--- src/rtl/base32_stream_decoder_top_defines.svh ---
// Assertion macros for the Base32 stream decoder.
// Used by base32_stream_decoder_top; empty bodies when SYNTHESIS is defined.
`ifndef BASE32_STREAM_DECODER_TOP_DEFINES_SVH
`define BASE32_STREAM_DECODER_TOP_DEFINES_SVH
`ifndef SYNTHESIS
`define B32SD_ASSERT_HOLDS(label, clk, rst, ante, cons) \
   label: assert property (@(posedge clk) disable iff (rst) (ante) |-> (cons)) \
      else $error("b32sd assertion failed");
`define B32SD_ASSERT_NEXT(label, clk, rst, ante, cons) \
   label: assert property (@(posedge clk) disable iff (rst) (ante) |=> (cons)) \
      else $error("b32sd assertion failed");
`else
`define B32SD_ASSERT_HOLDS(label, clk, rst, ante, cons)
`define B32SD_ASSERT_NEXT(label, clk, rst, ante, cons)
`endif
`endif

--- src/rtl/b32sd_pkg.sv ---
// Shared types and constants of the Base32 stream decoder.
// No dependencies.
`timescale 1ns / 1ps

package b32sd_pkg;

   localparam logic [1:0] KIND_DATA  = 2'd0;
   localparam logic [1:0] KIND_END   = 2'd1;
   localparam logic [1:0] KIND_ERROR = 2'd2;

   localparam logic [7:0] CHAR_NUL   = 8'h00;
   localparam logic [7:0] CHAR_TAB   = 8'h09;
   localparam logic [7:0] CHAR_LF    = 8'h0A;
   localparam logic [7:0] CHAR_CR    = 8'h0D;
   localparam logic [7:0] CHAR_SPACE = 8'h20;
   localparam logic [7:0] CHAR_DASH  = 8'h2D;
   localparam logic [7:0] CHAR_PAD   = 8'h3D;
   localparam logic [7:0] CHAR_ZERO  = 8'h30;
   localparam logic [7:0] CHAR_ONE   = 8'h31;
   localparam logic [7:0] CHAR_TWO   = 8'h32;
   localparam logic [7:0] CHAR_SEVEN = 8'h37;
   localparam logic [7:0] CHAR_EIGHT = 8'h38;
   localparam logic [7:0] CHAR_UP_A  = 8'h41;
   localparam logic [7:0] CHAR_UP_B  = 8'h42;
   localparam logic [7:0] CHAR_UP_L  = 8'h4C;
   localparam logic [7:0] CHAR_UP_O  = 8'h4F;
   localparam logic [7:0] CHAR_UP_Z  = 8'h5A;
   localparam logic [7:0] CHAR_LO_A  = 8'h61;
   localparam logic [7:0] CHAR_LO_Z  = 8'h7A;
   // '2' - 26: digits 2..7 map to symbols 26..31
   localparam logic [7:0] DIGIT_BASE = 8'd24;

   localparam int WIN_W  = 12;
   localparam int SYM_W  = 5;
   localparam int HELD_W = 3;
   localparam int BYTE_W = 8;
   localparam int SHOW_W = 16;

   typedef struct packed {
      logic             is_nul;
      logic             skip;
      logic             invalid;
      logic [SYM_W-1:0] value;
   } sym_type;

   typedef struct packed {
      logic    valid;
      logic    new_string;
      sym_type sym;
   } stage_type;

   typedef struct packed {
      logic failed;
      logic has_result;
      logic advance;
   } status_type;

endpackage

--- src/rtl/b32sd_if.sv ---
// Valid/ready channel interfaces for the decoder's character and result streams.
// Depends on nothing.
`timescale 1ns / 1ps

interface b32sd_req_if;
   logic       valid;
   logic       ready;
   logic [7:0] char_code;
   logic       new_string;

   modport source (output valid, char_code, new_string, input ready);
   modport sink (input valid, char_code, new_string, output ready);
endinterface

interface b32sd_rsp_if;
   logic        valid;
   logic        ready;
   logic [1:0]  kind;
   logic [7:0]  data_byte;
   logic [15:0] byte_count;

   modport source (output valid, kind, data_byte, byte_count, input ready);
   modport sink (input valid, kind, data_byte, byte_count, output ready);
endinterface

--- src/rtl/base32_stream_decoder_top.sv ---
// Base32 stream decoder: character input register, classifier and decoder core.
// Path: a character enters the input register, and its result the result register.
// Throughput: one character per cycle; set by the single input and result registers.
// A character waits in the input register only while the result register is full.
// Reset (synchronous, active high) clears the window, held bits, count and failure.
// Depends on b32sd_pkg, b32sd_if, b32sd_sym_map, b32sd_core and the defines header.
`timescale 1ns / 1ps
`include "base32_stream_decoder_top_defines.svh"

module base32_stream_decoder_top #(
   parameter int COUNT_WIDTH = 16
) (
   input logic          clock,
   input logic          reset,
   b32sd_req_if.sink    req_if,
   b32sd_rsp_if.source  rsp_if
);

   logic                  in_valid_ff, in_valid_in;
   logic [7:0]            in_char_ff;
   logic                  in_new_ff;
   logic                  req_take;
   b32sd_pkg::sym_type    sym;
   b32sd_pkg::stage_type  stage;
   b32sd_pkg::status_type status;

   assign req_if.ready = !in_valid_ff || status.advance;
   assign req_take     = req_if.valid && req_if.ready;
   assign in_valid_in  = req_take ? 1'b1 : (status.advance ? 1'b0 : in_valid_ff);

   always_ff @(posedge clock) begin
      if (reset) begin
         in_valid_ff <= 1'b0;
      end else begin
         in_valid_ff <= in_valid_in;
      end
   end

   always_ff @(posedge clock) begin
      if (req_take) begin
         in_char_ff <= req_if.char_code;
         in_new_ff  <= req_if.new_string;
      end
   end

   b32sd_sym_map u_sym_map (
      .char_code (in_char_ff),
      .sym       (sym)
   );

   assign stage.valid      = in_valid_ff;
   assign stage.new_string = in_new_ff;
   assign stage.sym        = sym;

   b32sd_core #(
      .COUNT_WIDTH (COUNT_WIDTH)
   ) u_core (
      .clock     (clock),
      .reset     (reset),
      .stage     (stage),
      .out_ready (rsp_if.ready),
      .out_valid (rsp_if.valid),
      .out_kind  (rsp_if.kind),
      .out_byte  (rsp_if.data_byte),
      .out_count (rsp_if.byte_count),
      .status    (status)
   );

   `B32SD_ASSERT_HOLDS(a_nondata_zero_byte, clock, reset,
      rsp_if.valid && (rsp_if.kind != b32sd_pkg::KIND_DATA), rsp_if.data_byte == 8'd0)
   `B32SD_ASSERT_HOLDS(a_failed_silent, clock, reset,
      in_valid_ff && status.failed, !status.has_result)
   `B32SD_ASSERT_HOLDS(a_data_counted, clock, reset,
      rsp_if.valid && (rsp_if.kind == b32sd_pkg::KIND_DATA), rsp_if.byte_count != 16'd0)
   `B32SD_ASSERT_NEXT(a_stall_holds_char, clock, reset,
      in_valid_ff && !status.advance, in_valid_ff && $stable(in_char_ff))

endmodule

--- src/rtl/b32sd_sym_map.sv ---
// Character classifier: maps one ASCII code to a Base32 symbol or class.
// Depends on b32sd_pkg.
`timescale 1ns / 1ps

module b32sd_sym_map (
   input  logic [7:0]        char_code,
   output b32sd_pkg::sym_type sym
);

   logic [7:0] mapped;

   always_comb begin
      mapped = char_code;
      if (char_code == b32sd_pkg::CHAR_ZERO) begin
         mapped = b32sd_pkg::CHAR_UP_O;
      end else if (char_code == b32sd_pkg::CHAR_ONE) begin
         mapped = b32sd_pkg::CHAR_UP_L;
      end else if (char_code == b32sd_pkg::CHAR_EIGHT) begin
         mapped = b32sd_pkg::CHAR_UP_B;
      end
   end

   always_comb begin
      sym = '0;
      case (mapped) inside
         b32sd_pkg::CHAR_NUL: begin
            sym.is_nul = 1'b1;
         end
         b32sd_pkg::CHAR_SPACE, b32sd_pkg::CHAR_TAB, b32sd_pkg::CHAR_CR,
         b32sd_pkg::CHAR_LF, b32sd_pkg::CHAR_DASH, b32sd_pkg::CHAR_PAD: begin
            sym.skip = 1'b1;
         end
         [b32sd_pkg::CHAR_UP_A:b32sd_pkg::CHAR_UP_Z],
         [b32sd_pkg::CHAR_LO_A:b32sd_pkg::CHAR_LO_Z]: begin
            sym.value = mapped[b32sd_pkg::SYM_W-1:0] - 5'd1;
         end
         [b32sd_pkg::CHAR_TWO:b32sd_pkg::CHAR_SEVEN]: begin
            sym.value = b32sd_pkg::SYM_W'(mapped - b32sd_pkg::DIGIT_BASE);
         end
         default: begin
            sym.invalid = 1'b1;
         end
      endcase
   end

endmodule

--- src/rtl/b32sd_core.sv ---
// Decoder state (bit window, held bits, count, failure) and result register.
// Depends on b32sd_pkg.
`timescale 1ns / 1ps

module b32sd_core #(
   parameter int COUNT_WIDTH = 16
) (
   input  logic                    clock,
   input  logic                    reset,
   input  b32sd_pkg::stage_type    stage,
   input  logic                    out_ready,
   output logic                    out_valid,
   output logic [1:0]              out_kind,
   output logic [7:0]              out_byte,
   output logic [15:0]             out_count,
   output b32sd_pkg::status_type   status
);

   localparam int WW = b32sd_pkg::WIN_W;
   localparam int HW = b32sd_pkg::HELD_W;
   localparam int SW = b32sd_pkg::SHOW_W;
   localparam int EW = COUNT_WIDTH + SW;

   logic [WW-1:0]          window_ff, window_in, win_cur, win_shift;
   logic [HW-1:0]          held_ff, held_in, held_cur;
   logic [COUNT_WIDTH-1:0] count_ff, count_in, cnt_cur, cnt_inc;
   logic                   failed_ff, failed_in, failed_cur;
   logic                   out_valid_ff, out_valid_in;
   logic [1:0]             out_kind_ff, kind_res;
   logic [7:0]             out_byte_ff, byte_res;
   logic [SW-1:0]          out_count_ff, count_show;
   logic [EW-1:0]          count_ext;
   logic [HW:0]            held_sum;
   logic                   has_res, advance;

   assign win_cur    = stage.new_string ? '0 : window_ff;
   assign held_cur   = stage.new_string ? '0 : held_ff;
   assign cnt_cur    = stage.new_string ? '0 : count_ff;
   assign failed_cur = stage.new_string ? 1'b0 : failed_ff;

   assign win_shift = {win_cur[WW-b32sd_pkg::SYM_W-1:0], stage.sym.value};
   assign held_sum  = {1'b0, held_cur} + (HW+1)'(b32sd_pkg::SYM_W);
   assign cnt_inc   = (cnt_cur != '1) ? COUNT_WIDTH'(cnt_cur + 1'b1) : cnt_cur;

   always_comb begin
      window_in = win_cur;
      held_in   = held_cur;
      count_in  = cnt_cur;
      failed_in = failed_cur;
      has_res   = 1'b0;
      kind_res  = b32sd_pkg::KIND_DATA;
      byte_res  = '0;
      if (!failed_cur) begin
         if (stage.sym.is_nul) begin
            window_in = '0;
            held_in   = '0;
            has_res   = 1'b1;
            kind_res  = b32sd_pkg::KIND_END;
         end else if (stage.sym.skip) begin
            has_res = 1'b0;
         end else if (stage.sym.invalid) begin
            failed_in = 1'b1;
            has_res   = 1'b1;
            kind_res  = b32sd_pkg::KIND_ERROR;
         end else begin
            window_in = win_shift;
            // sum stays below 13, so the low bits are the remainder after a byte
            held_in   = held_sum[HW-1:0];
            if (held_sum[HW]) begin
               has_res  = 1'b1;
               byte_res = 8'(win_shift >> held_sum[HW-1:0]);
               count_in = cnt_inc;
            end
         end
      end
   end

   assign count_ext  = {{SW{1'b0}}, count_in};
   assign count_show = (count_ext > EW'({SW{1'b1}})) ? {SW{1'b1}} : count_ext[SW-1:0];

   assign advance      = stage.valid && (!has_res || !out_valid_ff || out_ready);
   assign out_valid_in = (advance && has_res) ? 1'b1 : (out_ready ? 1'b0 : out_valid_ff);

   always_ff @(posedge clock) begin
      if (reset) begin
         window_ff    <= '0;
         held_ff      <= '0;
         count_ff     <= '0;
         failed_ff    <= 1'b0;
         out_valid_ff <= 1'b0;
      end else begin
         out_valid_ff <= out_valid_in;
         if (advance) begin
            window_ff <= window_in;
            held_ff   <= held_in;
            count_ff  <= count_in;
            failed_ff <= failed_in;
         end
      end
   end

   always_ff @(posedge clock) begin
      if (advance && has_res) begin
         out_kind_ff  <= kind_res;
         out_byte_ff  <= byte_res;
         out_count_ff <= count_show;
      end
   end

   assign out_valid = out_valid_ff;
   assign out_kind  = out_kind_ff;
   assign out_byte  = out_byte_ff;
   assign out_count = out_count_ff;

   assign status.failed     = failed_cur;
   assign status.has_result = has_res;
   assign status.advance    = advance;

endmodule
--- src/flat_wrapper.sv ---
// flat-port wrapper written by rule: the top's interface ports become plain ports
module base32_stream_decoder_top_flat 
#(
   parameter int COUNT_WIDTH = 16
)
  (clock, reset, req_if_valid, req_if_char_code, req_if_new_string, req_if_ready, rsp_if_valid, rsp_if_kind, rsp_if_data_byte, rsp_if_byte_count, rsp_if_ready);
  b32sd_req_if req_if_i ();
  b32sd_rsp_if rsp_if_i ();
  input logic clock;
  input logic reset;
  input wire logic [$bits(req_if_i.valid)-1:0] req_if_valid;
  input wire logic [$bits(req_if_i.char_code)-1:0] req_if_char_code;
  input wire logic [$bits(req_if_i.new_string)-1:0] req_if_new_string;
  output wire logic [$bits(req_if_i.ready)-1:0] req_if_ready;
  output wire logic [$bits(rsp_if_i.valid)-1:0] rsp_if_valid;
  output wire logic [$bits(rsp_if_i.kind)-1:0] rsp_if_kind;
  output wire logic [$bits(rsp_if_i.data_byte)-1:0] rsp_if_data_byte;
  output wire logic [$bits(rsp_if_i.byte_count)-1:0] rsp_if_byte_count;
  input wire logic [$bits(rsp_if_i.ready)-1:0] rsp_if_ready;
  assign req_if_i.valid = req_if_valid;
  assign req_if_i.char_code = req_if_char_code;
  assign req_if_i.new_string = req_if_new_string;
  assign req_if_ready = req_if_i.ready;
  assign rsp_if_valid = rsp_if_i.valid;
  assign rsp_if_kind = rsp_if_i.kind;
  assign rsp_if_data_byte = rsp_if_i.data_byte;
  assign rsp_if_byte_count = rsp_if_i.byte_count;
  assign rsp_if_i.ready = rsp_if_ready;
  base32_stream_decoder_top #(.COUNT_WIDTH(COUNT_WIDTH)) u_core (.clock(clock), .reset(reset), .req_if(req_if_i), .rsp_if(rsp_if_i));
endmodule
--- config.mk ---
export PLATFORM = sky130hd
export DESIGN_NAME = base32_stream_decoder_top_flat
export DESIGN_NICKNAME = d
export VERILOG_FILES = /design/src/rtl/b32sd_pkg.sv /design/src/rtl/b32sd_if.sv /design/src/rtl/base32_stream_decoder_top.sv /design/src/rtl/b32sd_sym_map.sv /design/src/rtl/b32sd_core.sv /design/src/flat_wrapper.sv
export VERILOG_INCLUDE_DIRS = /design/src /design/src/rtl
export SDC_FILE = /design/constraint.sdc
export NUM_CORES = 1
export LEC_CHECK = 0
export ABC_AREA = 1
export BUFFER_PORTS_ARGS = -buffer_cell sky130_fd_sc_hd__buf_2
export CORE_MARGIN = 4
export CORE_UTILIZATION = 35
export DETAILED_ROUTE_END_ITERATION = 6
export PLACE_DENSITY = 0.62
export SKIP_CTS_REPAIR_TIMING = 1
export SYNTH_ARGS = -nofsm -noshare
export SYNTH_HDL_FRONTEND = slang
export SYNTH_HIERARCHICAL = 1
export SYNTH_SLANG_ARGS = --single-unit
--- constraint.sdc ---
create_clock -name clock -period 9.2 [get_ports clock]
set_clock_uncertainty 0.1 [all_clocks]
set_input_delay 2.76 -clock clock [delete_from_list [all_inputs] [get_ports clock]]
set_output_delay 2.76 -clock clock [all_outputs]
set_load 0.02 [all_outputs]
## Word-level counts from Yosys, hierarchy flattened

Cells that the tools add are included.
W data, S select, Z words.

- Output and inout bits: 28
- Bits of input ports: 13
- Register bits: 69
- Logic and storage cells: 102

- Multiplexer cells: 48
- Equality and inequality tests: 10
- Add/subtract/negate cells: 4
- $lt $le $gt $ge: 7
- Bitwise logic cells: 1
- Shift operators: 1
- Reductions and logical operators: 19

Operators by type and width:

| cell | count |
|---|---|
| $mux W16 | 7 |
| $mux W12 | 5 |
| $eq A8 B6 Y1 const B | 6 |
| $eq A8 B4 Y1 const B | 3 |
| $mux W8 | 3 |
| $mux W1 | 23 |
| $mux W5 | 4 |
| $add A16 B1 Y16 const B | 1 |
| $ge A8 B7 Y1 const B | 2 |
| $gt A16 B16 Y1 const B | 1 |
| $le A8 B7 Y1 const B | 2 |
| $ne A16 B16 Y1 const B | 1 |
| $mux W3 | 5 |
| $shr A12 B3 Y8 | 1 |
| $ge A8 B6 Y1 const B | 1 |
| $le A8 B6 Y1 const B | 1 |
| $logic_not A8 Y1 | 1 |
| $logic_and A1 B1 Y1 | 6 |
| $reduce_or A6 Y1 | 1 |
| $reduce_or A5 Y1 | 1 |
| $sub A5 B1 Y5 const B | 1 |
| $sub A5 B5 Y5 const B | 1 |
| $add A3 B3 Y4 const B | 1 |
| $reduce_bool A2 Y1 | 2 |
| other kinds (6) | 10 |

## Logic depth before layout (Yosys ltp)

- Depth in word-level cells: 21
- Depth in mapped cells: 27
- Depth with buffers taken out: 26

## Hierarchy

Netlist, hierarchy kept.

By module, submodules not included:

| module | area each (sq um) | instances | seq. area each (sq um) | cells an instance |
|---|---|---|---|---|
| b32sd_core | 3201.8 | 1 | 1341.3 | 465 |
| b32sd_sym_map | 757.0 | 1 | 0.0 | 151 |
| base32_stream_decoder_top | 317.8 | 1 | 290.3 | 15 |

## Worst setup path after synthesis

No wires, ideal clock.

- Kind: input -> output
- From: in rsp_if_ready
- To: out req_if_ready
- Data required time: 6.340 ns
- Stages on the path: 9
- Path slack: 2.703 ns
- Data arrival time: 3.637 ns
- Buffers on the path: 3
- Cell sequence: nor2_1 -> nand2_1 -> nand2_1 -> buf_4 -> inv_4 -> buf_4 -> buf_4 -> inv_2 -> nand2_2

- Longest elaborated chain between the ends: 3

RTL lines:

| element | RTL line | RTL |
|---|---|---|
| start, declared | flat_wrapper.sv:19 | `input wire logic [$bits(rsp_if_i.ready)-1:0] rsp_if_ready;` |
| $logic_or A1 B1 Y1 | b32sd_core.sv:81 | `assign advance = stage.valid && (!has_res \|\| !out_valid_ff \|\| out_ready);` |
| $logic_and A1 B1 Y1 | b32sd_core.sv:81 |  |
| net u_core.u_core.advance | b32sd_core.sv:34 | `logic has_res, advance;` |
| $logic_or A1 B1 Y1 | base32_stream_decoder_top.sv:27 | `assign req_if.ready = !in_valid_ff \|\| status.advance;` |
| end, declared | flat_wrapper.sv:14 | `output wire logic [$bits(req_if_i.ready)-1:0] req_if_ready;` |

The timed path passes the listed nets, and every way through them passes these cells.

==> results.py <==
metrics = {
    "worst_setup_path": {
        "worst-setup-path-type": "in2out",
        "reg2reg_from": "u_core/in_char_ff[3]",
        "setup.worst_path.start_class": "primary input",
        "path_cells": "buf_2, nor2_1, nand2_1, nand2_1, inv_4, inv_2, nand2_2, buf_2",
        "cp.required_ps": 6340,
        "worst_path_max_delay_cell": "nand2_1",
        "startpoint": "rsp_if_ready",
        "crit_arrival_ps": 4450,
        "cp_max_fo": 29,
        "crit_path_end_kind": "output pin",
        "max_stage_delay_ps": 710,
    },
    "sta": {
        "relSlewSlack": 0.2826,
        "fin_crit_ps": 7307,
        "finalCritPeriodShare": 0.7943,
        "setup_violations": 0,
        "max_freq_mhz": 136.9,
        "finalSetupTns_ps": 0,
        "hold_ws_ps": 362.0,
        "worstMarginPinSlew_ps": 1075,
        "maxSlewViolCount": 0,
        "grt_setup_unrepaired": "no",
        "hold_violations": 0,
    },
    "global_route": {
        "grt_use_total": 0.1439,
        "grt_pass1_wl_um": 16990,
        "grt_pass1_vias": 3805,
        "overflow": 0,
        "antenna_found_initial": 0,
        "grt_max_degree": 30,
    },
    "run": {
        "maxCapViolations": 0,
    },
    "route": {
        "firstDrtPassIters": 5,
        "finalWirelength_um": 9951,
        "via_per_inst": 4.942,
        "wl_per_cell_um": 12.30,
        "ant_nets": 0,
        "via_count": 3998,
        "dr.first_iter.drc_count": 226,
        "drc_errors": 0,
    },
    "synth": {
        "postSynthAreaPerCell_um2": 6.775,
        "yosysWarningCount": 6,
        "synthesis.area_um2": 4262,
        "synthesis.nets": 650,
        "synth_cells": 629,
    },
    "floorplanning": {
        "start_util": 0.3563,
        "core_area_um2": 11960,
        "die_height_um": 118.3,
        "dieArea_um2": 14010,
        "io_pins": 41,
        "die_w_um": 118.3,
        "rows": 40,
    },
    "clock_network": {
        "clk_pin_slew_worst_paths_ps": 50,
        "cts_max_path_buffers": 2,
        "cts_buffers": 9,
        "cts-root-buf": "clkbuf_16",
        "clock_latency_ps": 330,
        "cts_tree": "built",
        "cts_sinks": 64,
        "h-tree-depth": 3,
    },
    "cells_and_area": {
        "drive_gt1_frac": 0.1420,
        "post-route-util": 0.4030,
        "instances_no_fill": 809,
        "nets": 679,
        "area_growth_pct": 13.12,
        "diodes": 0,
    },
    "place": {
        "routabilityCongestion": 0.8545,
        "place_inst": 794,
        "portBuffers": 40,
        "dp_hpwl_um": 7143,
    },
    "hold_path": {
        "min_path_type": "reg2reg",
        "hp-start": "u_core/u_core/window_ff[4]",
    },
    "pwr": {
        "leakage_uw": 0.002274,
        "cellPowerDensity_nw_per_um2": 170.9,
        "ir_worst_vdd_mv": 0.09689,
    },
    "status": {
        "status": "complete, no violations",
    },
}
final timing paths:
check / end / depth (start not counted) / slack [ps]
worst max-delay path: req_if_ready / 8 / 1890
worst min-delay path: u_core/u_core/window_ff[4] / 2 / 360
worst max register to register: u_core/u_core/out_kind[0] / 20 / 4210
worst min register to register: u_core/u_core/window_ff[4] / 2 / 360
worst max-delay path: cells and delay by family:
family        cells  cell delay, ps
simple gates      4             970
buf+inv           4             710
per-layer routing:
metal  track usage  vias up  share of wire
met2        0.2258       86           0.44
li1              -     2070              -
met3       0.03349        6          0.049
met1        0.1958     1836           0.50
met4       0.04615        0         0.0083
met5             0        -              0
sequential cells by signal, indices dropped and copies added (netlist names):
register,count
u_core/u_core/count_ff,16
u_core/u_core/out_count,16
u_core/in_char_ff,8
u_core/u_core/out_byte,8
u_core/u_core/window_ff,7
u_core/u_core/held_ff,3
u_core/u_core/out_kind,2
u_core/in_new_ff,1
u_core/in_valid_ff,1
u_core/u_core/failed_ff,1
u_core/u_core/out_valid,1
stage by stage:
step           total power, uW  setup slack, ps  instance area [um2]
5_1_grt                  866.3             1538                 4821
3_5_place_dp             486.6             1883                 4523
2_1_floorplan            453.0             2703                 4262
3_3_place_gp             483.7             1897                 4523
6_report                 823.9             1893                 4821
4_1_cts                  832.1             1880                 4821
final cells by class:
class | count | area (um2)
timing repair buffer | 40 | 200.2
sequential | 64 | 1632
multi-input combinational | 442 | 2126
fill | 1227 | 7141
tap | 147 | 183.9
clock inverter | 3 | 41.29
inverter | 101 | 381.6
clock buffer | 12 | 256.5
power by group:
group | leakage [uW] | internal (uW) | total, uW | switching (uW)
combinational | 0.00157 | 43.5 | 143 | 99.6
sequential | 0.000558 | 326 | 339 | 12.9
clock | 0.000149 | 223 | 342 | 120
total | 0.00227 | 592 | 824 | 232
layout by cell type, fill, tap and decap left out, types with 3 or more instances in the layout:
cell and count:
nand2_1 164, inv_1 93, nor2_1 74, nand3_1 56
buf_2 40, a21oi_1 39, edfxtp_1 35, o21ai_0 34
dfxtp_1 29, nand4_1 16, nand2_2 12, nor2_2 11
clkbuf_16 9, ha_1 8, inv_2 7, o211ai_1 4
nor2_4 3
No activity file was read; power rests on OpenSTA's default activity.
